`config.mk`:
```
export PLATFORM = sky130hd
export DESIGN_NAME = frustum_point_culling
export DESIGN_NICKNAME = d
export VERILOG_FILES = /design/src/fpc_pkg.sv /design/src/fpc_front.sv /design/src/fpc_queue.sv /design/src/fpc_back.sv /design/src/frustum_point_culling.sv
export SDC_FILE = /design/constraint.sdc
export NUM_CORES = 2
export LEC_CHECK = 0
export ABC_AREA = 1
export CAP_MARGIN = 20
export CORE_MARGIN = 5
export CORE_UTILIZATION = 59
export CTS_CLUSTER_DIAMETER = 80
export DETAILED_ROUTE_END_ITERATION = 8
export DONT_BUFFER_PORTS = 1
export PLACE_DENSITY = 0.75
export SLEW_MARGIN = 20
export SYNTH_ARGS = -nofsm -noshare
export SYNTH_HDL_FRONTEND = slang
export SYNTH_SLANG_ARGS = --single-unit
```
`constraint.sdc`:
```
create_clock -name clock -period 12.1 [get_ports clock]
set_input_delay 2.42 -clock clock [delete_from_list [all_inputs] [get_ports clock]]
set_output_delay 2.42 -clock clock [all_outputs]
set_load 0.01 [all_outputs]
```
`src/fpc_pkg.sv`:
```
// ----------------------------------------------------------------------------
// fpc_pkg: shared types and constants for the frustum point culling block
// Command codes, the queued item layout, plane constants and widths.
// ----------------------------------------------------------------------------
package fpc_pkg;

   localparam int FRAC_BITS_DEF = 16;
   localparam int VALUE_W       = 32;
   localparam int COEF_W        = VALUE_W + 1;
   localparam int PROD_W        = COEF_W + VALUE_W;
   // Three products of at most 2^63 plus a scaled offset fit in 68 signed bits.
   localparam int ACC_W         = PROD_W + 3;
   localparam int QUEUE_DEPTH   = 2;

   localparam logic [2:0] PLANE_LAST = 3'd5;
   localparam logic [2:0] PLANE_NONE = 3'd6;

   typedef enum logic {
      CMD_LOAD = 1'b0,
      CMD_TEST = 1'b1
   } cmd_type;

   typedef struct packed {
      cmd_type                     cmd;
      logic [3:0]                  addr;
      logic signed [VALUE_W-1:0]   value;
      logic signed [VALUE_W-1:0]   x;
      logic signed [VALUE_W-1:0]   y;
      logic signed [VALUE_W-1:0]   z;
   } item_type;

   // Left, bottom and back add the plane column to column 3; the others subtract.
   function automatic logic plane_adds(input logic [2:0] plane);
      logic adds;
      case (plane)
         3'd1, 3'd2, 3'd5: adds = 1'b1;
         default:          adds = 1'b0;
      endcase
      return adds;
   endfunction

endpackage

```
`src/fpc_front.sv`:
```
// ----------------------------------------------------------------------------
// fpc_front: input stage
// Accepts request beats, decodes the command and forms the store address,
// and hands the packed item to the queue.
// ----------------------------------------------------------------------------
module fpc_front (
   input  logic                          clock,
   input  logic                          reset,
   input  logic                          push,
   output logic                          full,
   input  logic [0:0]                    req_cmd,
   input  logic [1:0]                    req_row_index,
   input  logic [1:0]                    req_col_index,
   input  logic signed [31:0]            req_entry_value,
   input  logic signed [31:0]            req_point_x,
   input  logic signed [31:0]            req_point_y,
   input  logic signed [31:0]            req_point_z,
   output logic                          q_push,
   output fpc_pkg::item_type             q_item,
   input  logic                          q_full
);
   import fpc_pkg::*;

   logic     valid_ff, valid_in;
   item_type item_ff, item_in;
   logic     accept;

   assign q_push = valid_ff && !q_full;
   assign full   = valid_ff && q_full;
   assign accept = push && !full;
   assign q_item = item_ff;

   always_comb begin
      valid_in = valid_ff;
      item_in  = item_ff;
      if (accept) begin
         valid_in      = 1'b1;
         item_in.cmd   = cmd_type'(req_cmd);
         item_in.addr  = {req_row_index, req_col_index};
         item_in.value = req_entry_value;
         item_in.x     = req_point_x;
         item_in.y     = req_point_y;
         item_in.z     = req_point_z;
      end else if (q_push) begin
         valid_in = 1'b0;
      end
   end

   always_ff @(posedge clock) begin
      if (reset) begin
         valid_ff <= 1'b0;
      end else begin
         valid_ff <= valid_in;
      end
      item_ff <= item_in;
   end

endmodule

```
`src/fpc_queue.sv`:
```
// ----------------------------------------------------------------------------
// fpc_queue: short item queue
// Decouples the input stage from the plane evaluator.
// ----------------------------------------------------------------------------
module fpc_queue #(
   parameter int DEPTH = fpc_pkg::QUEUE_DEPTH
) (
   input  logic                 clock,
   input  logic                 reset,
   input  logic                 push,
   input  fpc_pkg::item_type    push_item,
   output logic                 full,
   input  logic                 pop,
   output fpc_pkg::item_type    pop_item,
   output logic                 empty
);
   import fpc_pkg::*;

   localparam int PTR_W = (DEPTH > 1) ? $clog2(DEPTH) : 1;
   localparam int CNT_W = $clog2(DEPTH + 1);

   item_type           slot_ff [DEPTH];
   logic [PTR_W-1:0]   wr_ptr_ff, wr_ptr_in;
   logic [PTR_W-1:0]   rd_ptr_ff, rd_ptr_in;
   logic [CNT_W-1:0]   count_ff, count_in;
   logic               do_push, do_pop;

   assign full     = (count_ff == CNT_W'(DEPTH));
   assign empty    = (count_ff == '0);
   assign do_push  = push && !full;
   assign do_pop   = pop && !empty;
   assign pop_item = slot_ff[rd_ptr_ff];

   always_comb begin
      wr_ptr_in = wr_ptr_ff;
      rd_ptr_in = rd_ptr_ff;
      count_in  = count_ff;
      if (do_push) begin
         wr_ptr_in = (wr_ptr_ff == PTR_W'(DEPTH - 1)) ? '0 : wr_ptr_ff + 1'b1;
      end
      if (do_pop) begin
         rd_ptr_in = (rd_ptr_ff == PTR_W'(DEPTH - 1)) ? '0 : rd_ptr_ff + 1'b1;
      end
      if (do_push && !do_pop) begin
         count_in = count_ff + 1'b1;
      end else if (do_pop && !do_push) begin
         count_in = count_ff - 1'b1;
      end
   end

   always_ff @(posedge clock) begin
      if (reset) begin
         wr_ptr_ff <= '0;
         rd_ptr_ff <= '0;
         count_ff  <= '0;
      end else begin
         wr_ptr_ff <= wr_ptr_in;
         rd_ptr_ff <= rd_ptr_in;
         count_ff  <= count_in;
      end
      if (do_push) begin
         slot_ff[wr_ptr_ff] <= push_item;
      end
   end

endmodule

```
`src/fpc_back.sv`:
```
// ----------------------------------------------------------------------------
// fpc_back: clip store and plane evaluator
// Executes queued loads into the clip store and tests points plane by plane
// with one shared multiplier, holding each verdict in the result register.
// ----------------------------------------------------------------------------
module fpc_back #(
   parameter int FRAC_BITS = fpc_pkg::FRAC_BITS_DEF
) (
   input  logic                 clock,
   input  logic                 reset,
   input  logic                 q_empty,
   input  fpc_pkg::item_type    q_item,
   output logic                 q_pop,
   input  logic                 pop,
   output logic                 empty,
   output logic                 rsp_inside_res,
   output logic [2:0]           rsp_failing_plane
);
   import fpc_pkg::*;

   typedef enum logic {
      ST_IDLE,
      ST_RUN
   } state_type;

   state_type                  state_ff, state_in;
   logic signed [VALUE_W-1:0]  clip_ff [16];
   logic signed [VALUE_W-1:0]  pt_ff [3];
   logic signed [VALUE_W-1:0]  pt_in [3];
   logic [2:0]                 plane_ff, plane_in;
   logic [1:0]                 step_ff, step_in;
   logic signed [ACC_W-1:0]    acc_ff, acc_in;
   logic signed [PROD_W-1:0]   prod_ff, prod_in;
   logic                       rsp_valid_ff, rsp_valid_in;
   logic                       inside_ff, inside_in;
   logic [2:0]                 fail_ff, fail_in;

   logic signed [COEF_W-1:0]   coef_row [4];
   logic signed [COEF_W-1:0]   mul_coef;
   logic signed [VALUE_W-1:0]  mul_pt;
   logic signed [ACC_W-1:0]    offset;
   logic signed [ACC_W-1:0]    plane_sum;
   logic [1:0]                 col_sel;
   logic                       add_sel;
   logic                       fail_now;
   logic                       slot_free;
   logic                       finish;
   logic                       rsp_pop;
   logic                       store_we;

   assign col_sel = plane_ff[2:1];
   assign add_sel = plane_adds(plane_ff);

   // Coefficient of each row for the current plane: column 3 plus or minus the
   // plane's own column.
   for (genvar i = 0; i < 4; i++) begin : g_row
      logic signed [VALUE_W-1:0] pick;
      logic signed [COEF_W-1:0]  w_ext, c_ext;
      always_comb begin
         case (col_sel)
            2'd0:    pick = clip_ff[4*i+0];
            2'd1:    pick = clip_ff[4*i+1];
            default: pick = clip_ff[4*i+2];
         endcase
         w_ext = {clip_ff[4*i+3][VALUE_W-1], clip_ff[4*i+3]};
         c_ext = {pick[VALUE_W-1], pick};
         coef_row[i] = add_sel ? (w_ext + c_ext) : (w_ext - c_ext);
      end
   end

   always_comb begin
      case (step_ff)
         2'd0:    begin mul_coef = coef_row[0]; mul_pt = pt_ff[0]; end
         2'd1:    begin mul_coef = coef_row[1]; mul_pt = pt_ff[1]; end
         default: begin mul_coef = coef_row[2]; mul_pt = pt_ff[2]; end
      endcase
   end

   assign prod_in   = mul_coef * mul_pt;
   assign offset    = $signed({{(ACC_W-COEF_W){coef_row[3][COEF_W-1]}}, coef_row[3]})
                      <<< FRAC_BITS;
   assign plane_sum = acc_ff + ACC_W'(prod_ff);
   assign fail_now  = plane_sum[ACC_W-1] || (plane_sum == '0);

   assign rsp_pop   = pop && rsp_valid_ff;
   assign slot_free = !rsp_valid_ff || rsp_pop;
   assign finish    = (state_ff == ST_RUN) && (step_ff == 2'd3) &&
                      (fail_now || plane_ff == PLANE_LAST) && slot_free;
   assign q_pop     = (state_ff == ST_IDLE) && !q_empty;
   assign store_we  = q_pop && (q_item.cmd == CMD_LOAD);

   assign empty             = !rsp_valid_ff;
   assign rsp_inside_res    = inside_ff;
   assign rsp_failing_plane = fail_ff;

   always_comb begin
      state_in     = state_ff;
      plane_in     = plane_ff;
      step_in      = step_ff;
      acc_in       = acc_ff;
      pt_in        = pt_ff;
      rsp_valid_in = rsp_valid_ff && !rsp_pop;
      inside_in    = inside_ff;
      fail_in      = fail_ff;
      case (state_ff)
         ST_IDLE: begin
            if (q_pop && q_item.cmd == CMD_TEST) begin
               state_in = ST_RUN;
               plane_in = 3'd0;
               step_in  = 2'd0;
               pt_in[0] = q_item.x;
               pt_in[1] = q_item.y;
               pt_in[2] = q_item.z;
            end
         end
         ST_RUN: begin
            case (step_ff)
               2'd0: begin
                  acc_in  = offset;
                  step_in = 2'd1;
               end
               2'd1, 2'd2: begin
                  acc_in  = plane_sum;
                  step_in = step_ff + 2'd1;
               end
               default: begin
                  if (finish) begin
                     state_in     = ST_IDLE;
                     rsp_valid_in = 1'b1;
                     inside_in    = !fail_now;
                     fail_in      = fail_now ? plane_ff : PLANE_NONE;
                  end else if (!fail_now && plane_ff != PLANE_LAST) begin
                     plane_in = plane_ff + 3'd1;
                     step_in  = 2'd0;
                  end
               end
            endcase
         end
         default: state_in = ST_IDLE;
      endcase
   end

   always_ff @(posedge clock) begin
      if (reset) begin
         state_ff     <= ST_IDLE;
         rsp_valid_ff <= 1'b0;
         plane_ff     <= 3'd0;
         step_ff      <= 2'd0;
      end else begin
         state_ff     <= state_in;
         rsp_valid_ff <= rsp_valid_in;
         plane_ff     <= plane_in;
         step_ff      <= step_in;
      end
      acc_ff    <= acc_in;
      prod_ff   <= prod_in;
      pt_ff     <= pt_in;
      inside_ff <= inside_in;
      fail_ff   <= fail_in;
   end

   always_ff @(posedge clock) begin
      if (reset) begin
         for (int k = 0; k < 16; k++) begin
            clip_ff[k] <= '0;
         end
      end else if (store_we) begin
         clip_ff[q_item.addr] <= q_item.value;
      end
   end

   a_plane_range: assert property (@(posedge clock) disable iff (reset)
      (state_ff == ST_RUN) |-> (plane_ff <= PLANE_LAST))
      else $error("plane counter out of range");

   a_verdict_match: assert property (@(posedge clock) disable iff (reset)
      rsp_valid_ff |-> (inside_ff == (fail_ff == PLANE_NONE)))
      else $error("inside flag disagrees with failing plane");

   a_no_overwrite: assert property (@(posedge clock) disable iff (reset)
      (finish && rsp_valid_ff) |-> pop)
      else $error("result written over an unread beat");

   a_load_no_run: assert property (@(posedge clock) disable iff (reset)
      store_we |=> (state_ff == ST_IDLE))
      else $error("load started a plane test");

   a_step_order: assert property (@(posedge clock) disable iff (reset)
      (state_ff == ST_RUN && step_ff == 2'd0) |=> (step_ff == 2'd1))
      else $error("plane step sequence broken");

endmodule

```
`src/frustum_point_culling.sv`:
```
// ----------------------------------------------------------------------------
// frustum_point_culling: view-frustum point test against a loaded clip matrix
// Load beats write one clip matrix entry; test beats return inside/outside and
// the first failing plane.
// ----------------------------------------------------------------------------
// A load passes the input stage register and a queue slot before it is written
// to the clip store; a test takes the same path, then the plane steps on the
// shared multiplier, stopping at the first failing plane. One load is taken
// per cycle while the input stage is not full; a queued test waits until the
// plane sequencer is idle. Reset is synchronous: it empties the queue and
// result register and clears the whole clip store to zero.
module frustum_point_culling #(
   parameter int FRAC_BITS = fpc_pkg::FRAC_BITS_DEF
) (
   input  logic                clock,
   input  logic                reset,
   input  logic                push,
   output logic                full,
   input  logic [0:0]          req_cmd,
   input  logic [1:0]          req_row_index,
   input  logic [1:0]          req_col_index,
   input  logic signed [31:0]  req_entry_value,
   input  logic signed [31:0]  req_point_x,
   input  logic signed [31:0]  req_point_y,
   input  logic signed [31:0]  req_point_z,
   output logic                empty,
   input  logic                pop,
   output logic                rsp_inside_res,
   output logic [2:0]          rsp_failing_plane
);
   import fpc_pkg::*;

   logic     f_push, f_full;
   item_type f_item;
   logic     b_pop, b_empty;
   item_type b_item;

   fpc_front u_front (
      .clock           (clock),
      .reset           (reset),
      .push            (push),
      .full            (full),
      .req_cmd         (req_cmd),
      .req_row_index   (req_row_index),
      .req_col_index   (req_col_index),
      .req_entry_value (req_entry_value),
      .req_point_x     (req_point_x),
      .req_point_y     (req_point_y),
      .req_point_z     (req_point_z),
      .q_push          (f_push),
      .q_item          (f_item),
      .q_full          (f_full)
   );

   fpc_queue #(
      .DEPTH (QUEUE_DEPTH)
   ) u_queue (
      .clock     (clock),
      .reset     (reset),
      .push      (f_push),
      .push_item (f_item),
      .full      (f_full),
      .pop       (b_pop),
      .pop_item  (b_item),
      .empty     (b_empty)
   );

   fpc_back #(
      .FRAC_BITS (FRAC_BITS)
   ) u_back (
      .clock             (clock),
      .reset             (reset),
      .q_empty           (b_empty),
      .q_item            (b_item),
      .q_pop             (b_pop),
      .pop               (pop),
      .empty             (empty),
      .rsp_inside_res    (rsp_inside_res),
      .rsp_failing_plane (rsp_failing_plane)
   );

endmodule
```
==> Word-level counts from Yosys, hierarchy flattened <==
Memories as Yosys holds them, arrays and structs flattened. A register that Yosys moved wholly into a read port is not among the register bits.
Index checks and enable logic that the tools add are counted.
{ "op_classes": {"shifts": 0, "n_mul": 1, "n_bitwise": 3, "n_reduce_logical": 43, "add_sub_neg": 15, "order_cmp": 0, "muxes": 47, "n_div": 0, "eq_ne": 15} }
{ "ops": {"columns": ["op", "count"], "rows": [
  ["$pmux W32 S2", 5],
  ["$pmux W68 S2", 1],
  ["$add A32 B32 Y33", 4],
  ["$mux W33", 4],
  ["$sub A32 B32 Y33", 4],
  ["$add A68 B65 Y68", 1],
  ["$logic_not A68 Y1", 1],
  ["$pmux W33 S2", 1],
  ["$mul A33 B32 Y65", 1],
  ["$mux W32", 1],
  ["$reduce_or A32 Y1", 1],
  ["$mux W1", 21],
  ["$logic_and A1 B1 Y1", 16],
  ["$mux W3", 4],
  ["$mux W2", 5],
  ["$logic_not A1 Y1", 8],
  ["$ne A2 B2 Y1 const B", 4],
  ["$ne A4 B4 Y1 const B", 2],
  ["$pmux W2 S2", 2],
  ["$eq A2 B2 Y1 const B", 3],
  ["$logic_not A2 Y1", 3],
  ["$pmux W3 S2", 1],
  ["$reduce_and A3 Y1", 2],
  ["$reduce_bool A2 Y1", 3],
  ["17 further kinds", 26]
]} }
{ "word_totals": {"mem_bits_rw": 778, "rom_bits": 0, "latch_bits": 0, "input_bits": 137, "wordCells": 147, "memories": 2, "out_inout_bits": 6, "regBits": 378} }
{ "memory_table": {"columns": ["name", "words", "width", "rd", "rd_ports_with_merged_regs", "write_ports", "line", "source"], "rows": [
  ["u_back.clip_ff", 16, 32, 16, 0, 16, "fpc_back.sv:27", "logic signed [VALUE_W-1:0] clip_ff [16];"],
  ["u_queue.slot_ff", 2, 133, 1, 1, 1, "fpc_queue.sv:22", "item_type slot_ff [DEPTH];"]
]} }

==> Logic depth before layout (Yosys ltp) <==
{ "depth": {"word_depth": 9, "ltp_mapped": 64} }

==> Hierarchy <==
A second synthesis with hierarchy kept.
{ "unflattened": {"hier_cells": 10613, "hier_area_um2": 96548.8} }
{ "modules_own_cells": {"columns": ["mod", "area_per_inst_um2", "n_inst", "cells_per_inst"], "rows": [
  ["fpc_back", 82379.0, 1, 10021],
  ["fpc_queue", 10122.2, 1, 451],
  ["fpc_front", 4047.6, 1, 141]
]} }

==> Worst setup path after synthesis <==
OpenSTA, ideal clock, no wires.
{ "synth_timing": {"kind": "flip-flop to flip-flop", "startpoint": "register u_back.plane_ff[2]", "endpoint": "register u_back.prod_ff[61]", "setup_ns": 0.125, "t_arrival_ns": 11.047, "period_less_slack_ns": 11.172, "n_path_buf": 7, "setup_slack_ns": 0.928, "path_stages_with_launch": 57, "path_cell_list": "dfxtp_1 > buf_6 > clkinv_4 > buf_2 > buf_1 > a21oi_1 > buf_2 > clkbuf_1 > buf_1 > nand2_1 > o21ai_0 > inv_1 > fa_1 > inv_1 > nand3_1 > nand2_1 > nand2_1 > o21ai_1 > (+21 left out) > fa_1 > inv_1 > fa_1 > fa_1 > fa_1 > fa_1 > ha_1 > nand2_1 > nor2_1 > inv_1 > nor2_1 > and3_1 > nand3_1 > nand3_1 > nand2_1 > o211ai_1 > a31oi_1 > xor2_1"} }
{ "synth_between": {"elab_chain_len": 6, "word_cells_on_any_way": 21, "cone_classes": "add/sub (6); mul (1); eq/ne (4); mux (8); reduce/logical (2)"} }
{ "synth_rtl": {"columns": ["element", "line", "source"], "rows": [
  ["start: declaration", "fpc_back.sv:30", "logic [2:0] plane_ff, plane_in;"],
  ["start signal: assignment", "fpc_back.sv:152", "plane_ff <= plane_in;"],
  ["$eq A2 B1 Y1, or another cell as far along", "fpc_back.sv:60", "case (col_sel)"],
  ["$pmux W32 S2 / $reduce_or A3 Y1 (equally long branches)", "fpc_back.sv:60, fpc_pkg.sv:35", null],
  ["$sub A32 B32 Y33, or another cell as far along", "fpc_back.sv:67", "coef_row[i] = add_sel ? (w_ext + c_ext) : (w_ext - c_ext);"],
  ["$mux W33", "fpc_back.sv:67", null],
  ["$pmux W33 S2 (*)", "fpc_back.sv:72", "case (step_ff)"],
  ["$mul A33 B32 Y65 (*)", "fpc_back.sv:79", "assign prod_in = mul_coef * mul_pt;"],
  ["net u_back.prod_in[61]", "fpc_back.sv:33", "logic signed [PROD_W-1:0] prod_ff, prod_in;"],
  ["end signal: assignment", "fpc_back.sv:156", "prod_ff <= prod_in;"],
  ["end: declaration", "fpc_back.sv:33", null]
]} }
Mark *: on every way through the listed nets, which the timed path passes. The rest lies on a longest branch.
A chain may end at the register's enable or synchronous reset.

==> Worst setup path in the final report <==
{ "layout_timing": {"startpoint": "register u_back.plane_ff[1]", "endpoint": "register u_back.prod_ff[45]"} }
The elaborated chain is that of the path after synthesis.

==> results.py <==
metrics = {
    "yosys": {
        "synth_ff_type": "edfxtp_1",
        "synth_cell_type_count": 76,
        "yosysWarnings": 0,
        "avgSynthCellArea_um2": 8.966,
        "synth-seq-area-share_pct": 35.16,
        "synth_top_area_share_pct": 33.54,
        "yosysMostFrequentCell": "nand2_1",
        "synth_top_area_cell": "edfxtp_1",
        "netlist_top_cells_area": "edfxtp_1, fa_1, nand2_1, inv_1, ha_1",
        "synth_area_mm2": 0.09660,
        "synthTopCellsByCount": "nand2_1, inv_1, fa_1",
        "synth_edf_count": 1079,
        "synth_cells": 10770,
        "synth-seq-cells": 1157,
        "synth_nets": 12430,
        "async_flop_share_pct": 0,
    },
    "worst_setup_path": {
        "critical_path_class": "flop to flop",
        "cp-end-kind": "flop",
        "worstPathMaxFanout": 21,
        "path_common_cell": "fa_1",
        "worstPathRequired_ns": 12.79,
        "worstSetupStartpointType": "flop",
        "slowest_stage": "fa_1",
        "crit_arrival_ns": 12.37,
        "max_stage_delay_ns": 0.60,
    },
    "timing": {
        "period_minus_slack_ns": 11.68,
        "worst_pin_slew_ns": 1.176,
        "final.setup_skew_ns": 0.05038,
        "maxSlewViolCount": 0,
        "final.period_utilization_pct": 96.49,
        "hold_viol_final": 0,
        "fmax_ghz": 0.08565,
        "setup_violations": 0,
        "slew-limit-headroom_pct": 19.95,
    },
    "routing": {
        "drt-met1-wl_mm": 109.9,
        "firstDrtPassIters": 6,
        "final_antenna_net_count": 0,
        "met2_length_mm": 133.3,
        "routed_wl_mm": 288.5,
        "wl_per_cell_um": 22.03,
        "vias_per_cell": 5.646,
        "drt_iter0_markers": 7681,
        "top_layer": "met5",
        "vias": 73940,
        "dr_wl_met3_mm": 28.78,
        "drc": 0,
    },
    "cells_and_area": {
        "drive_gt1_share_pct": 6.824,
        "fin_nets": 12470,
        "area_delta_synth_final_pct": 8.911,
        "stdcell_area_mm2": 0.1052,
    },
    "placement": {
        "gp_congestion": 1.037,
        "hpwl_mm": 219.4,
        "dpl_cell_area_mm2": 0.1001,
        "io_buffers": 0,
    },
    "global_routing": {
        "grt.total_usage_pct": 33.27,
        "grt_pass1_wl_mm": 437.2,
        "grt-ovfl-total": 0,
        "grt_pass1_vias": 74220,
        "grt_start_max_net_pins": 94,
        "grt_antenna_before_repair": 8,
    },
    "floorplanning": {
        "initial_core_util_pct": 59.35,
        "coreArea_mm2": 0.1628,
        "rows": 148,
        "fp.dieArea_mm2": 0.1719,
        "pin_count": 143,
        "die_w_um": 414.6,
        "die_height_um": 414.6,
    },
    "clock_tree": {
        "clock_latency_ns": 0.81,
        "cts_root_buf": "clkbuf_16",
        "clk_path_buf_depth": 3,
        "numCtsBuffers": 130,
        "clkTransAtPathRegs_ns": 0.06,
        "cts_tree": "yes",
        "cts_hold_buf": 0,
        "cts_num_sinks": 1157,
        "htreeDepth": 4,
    },
    "worst_hold_path": {
        "hold_path.class": "flop to flop",
    },
    "flow_run": {
        "maxCapViolCount": 0,
    },
    "outcome": {
        "status": "complete, no violations",
    },
}
[final cells by class]
type	instances	area [µm²]
clock buffers	156	3371
multi-input cells	6947	53050
repair buffers	292	2530
clock inverters	84	973.4
inverters	2281	8587
diodes	5	12.51
fillers	12990	57560
flip-flops and latches	1157	33970
well taps	2175	2721
[flip-flops by register name, summed over array words and instances (netlist names), 3 cells and up, named ones only]
name,flops
u_back.plane_ff,3
u_back.acc_ff,68
u_queue.slot_ff,266
u_back.rsp_failing_plane,3
u_back.prod_ff,65
u_front.q_item,133
u_back.clip_ff,512
u_back.pt_ff,96
[critical path: cells and delay by family, from the launching register on]
| family | cells | cell delay, ns |
|---|---|---|
| buf+inv | 13 | 1.93 |
| xor+xnor | 2 | 0.43 |
| simple gates | 8 | 0.78 |
| compound gates | 16 | 2.98 |
| fa+ha+maj | 11 | 4.97 |
| flops | 1 | 0.46 |
[kinds of logic (layout without fill, tap and decap cells)]
| family | after synthesis | in the layout | share of synthesized area (%) |
|---|---|---|---|
| XOR/XNOR | 261 | 261 | 2.366 |
| adder cells (fa/ha/maj) | 1519 | 1519 | 28.31 |
| AND/OR/NAND/NOR | 4174 | 4175 | 17.36 |
| multiplexers | 32 | 32 | 0.3316 |
| buffers and inverters | 2671 | 2813 | 10.63 |
| AO/OA/AOI/OAI | 960 | 960 | 5.852 |
| other | 0 | 5 | 0 |
| flip-flops | 1157 | 1157 | 35.16 |
[path summary, 6_finish.rpt]
path	from	endpoint	slack, ns	depth (start not counted)
worst max-delay path	u_back.plane_ff[1]	u_back.prod_ff[45]	0.42	50
worst min-delay path	u_front.q_item[36]	u_queue.slot_ff[1][36]	0.44	0
worst max register to register	u_back.plane_ff[1]	u_back.prod_ff[45]	0.42	50
worst min register to register	u_front.q_item[36]	u_queue.slot_ff[1][36]	0.44	0
[placed cells by master (no fill, tap or decap), types with 19 or more instances in the layout]
master     count
nand2_1     2633
inv_1       2260
fa_1        1111
edfxtp_1    1079
nor2_1      1006
a21oi_1      419
ha_1         403
buf_4        263
nand3_1      221
o21ai_0      185
xor2_1       147
clkbuf_16    133
xnor2_1      110
dfxtp_1       75
a31oi_1       61
and3_1        49
nand2_2       48
nand4_1       48
nor3_1        40
or2_2         39
o21bai_1      38
o22ai_1       33
a22o_1        32
o21ai_1       26
mux2i_2       24
clkbuf_1      24
nand3b_1      23
clkinv_1      22
buf_12        21
o211ai_1      19
[metal layers]
metal | track usage (%) | vias up
met1 | 44.35 | 36090
met3 | 6.454 | 755
met2 | 52.96 | 3878
li1 | - | 33220
met4 | 15.97 | 2
met5 | 0 | -
[through the flow]
step / instances / setup TNS [ns] / worst slack, ns / util [%] / hold slack [ns]
global route: 13100 / -0.1862 / -0.05164 / 64.63 / 0.4504
global placement: 12810 / -1.612 / -0.4652 / 61.51 / 0.4218
detailed placement: 12810 / -2.204 / -0.4994 / 61.51 / 0.4311
floorplan: 10770 / 0 / 0.9283 / - / 0.4215
CTS: 13060 / 0 / 0.05439 / 64.25 / 0.4469
finish: 13100 / 0 / 0.4243 / 64.64 / 0.4406
[what timing repair did]
item,CTS,global route
setup buffers,8,26
hold endpoints to repair,0,0
gates cloned,1,3
endpoints found under the setup margin,17,34
pin swaps,3,22
resized for setup,14,82
Power is not shown: default switching activity piles up to over one toggle a cycle in this logic, so the estimate is an artifact.
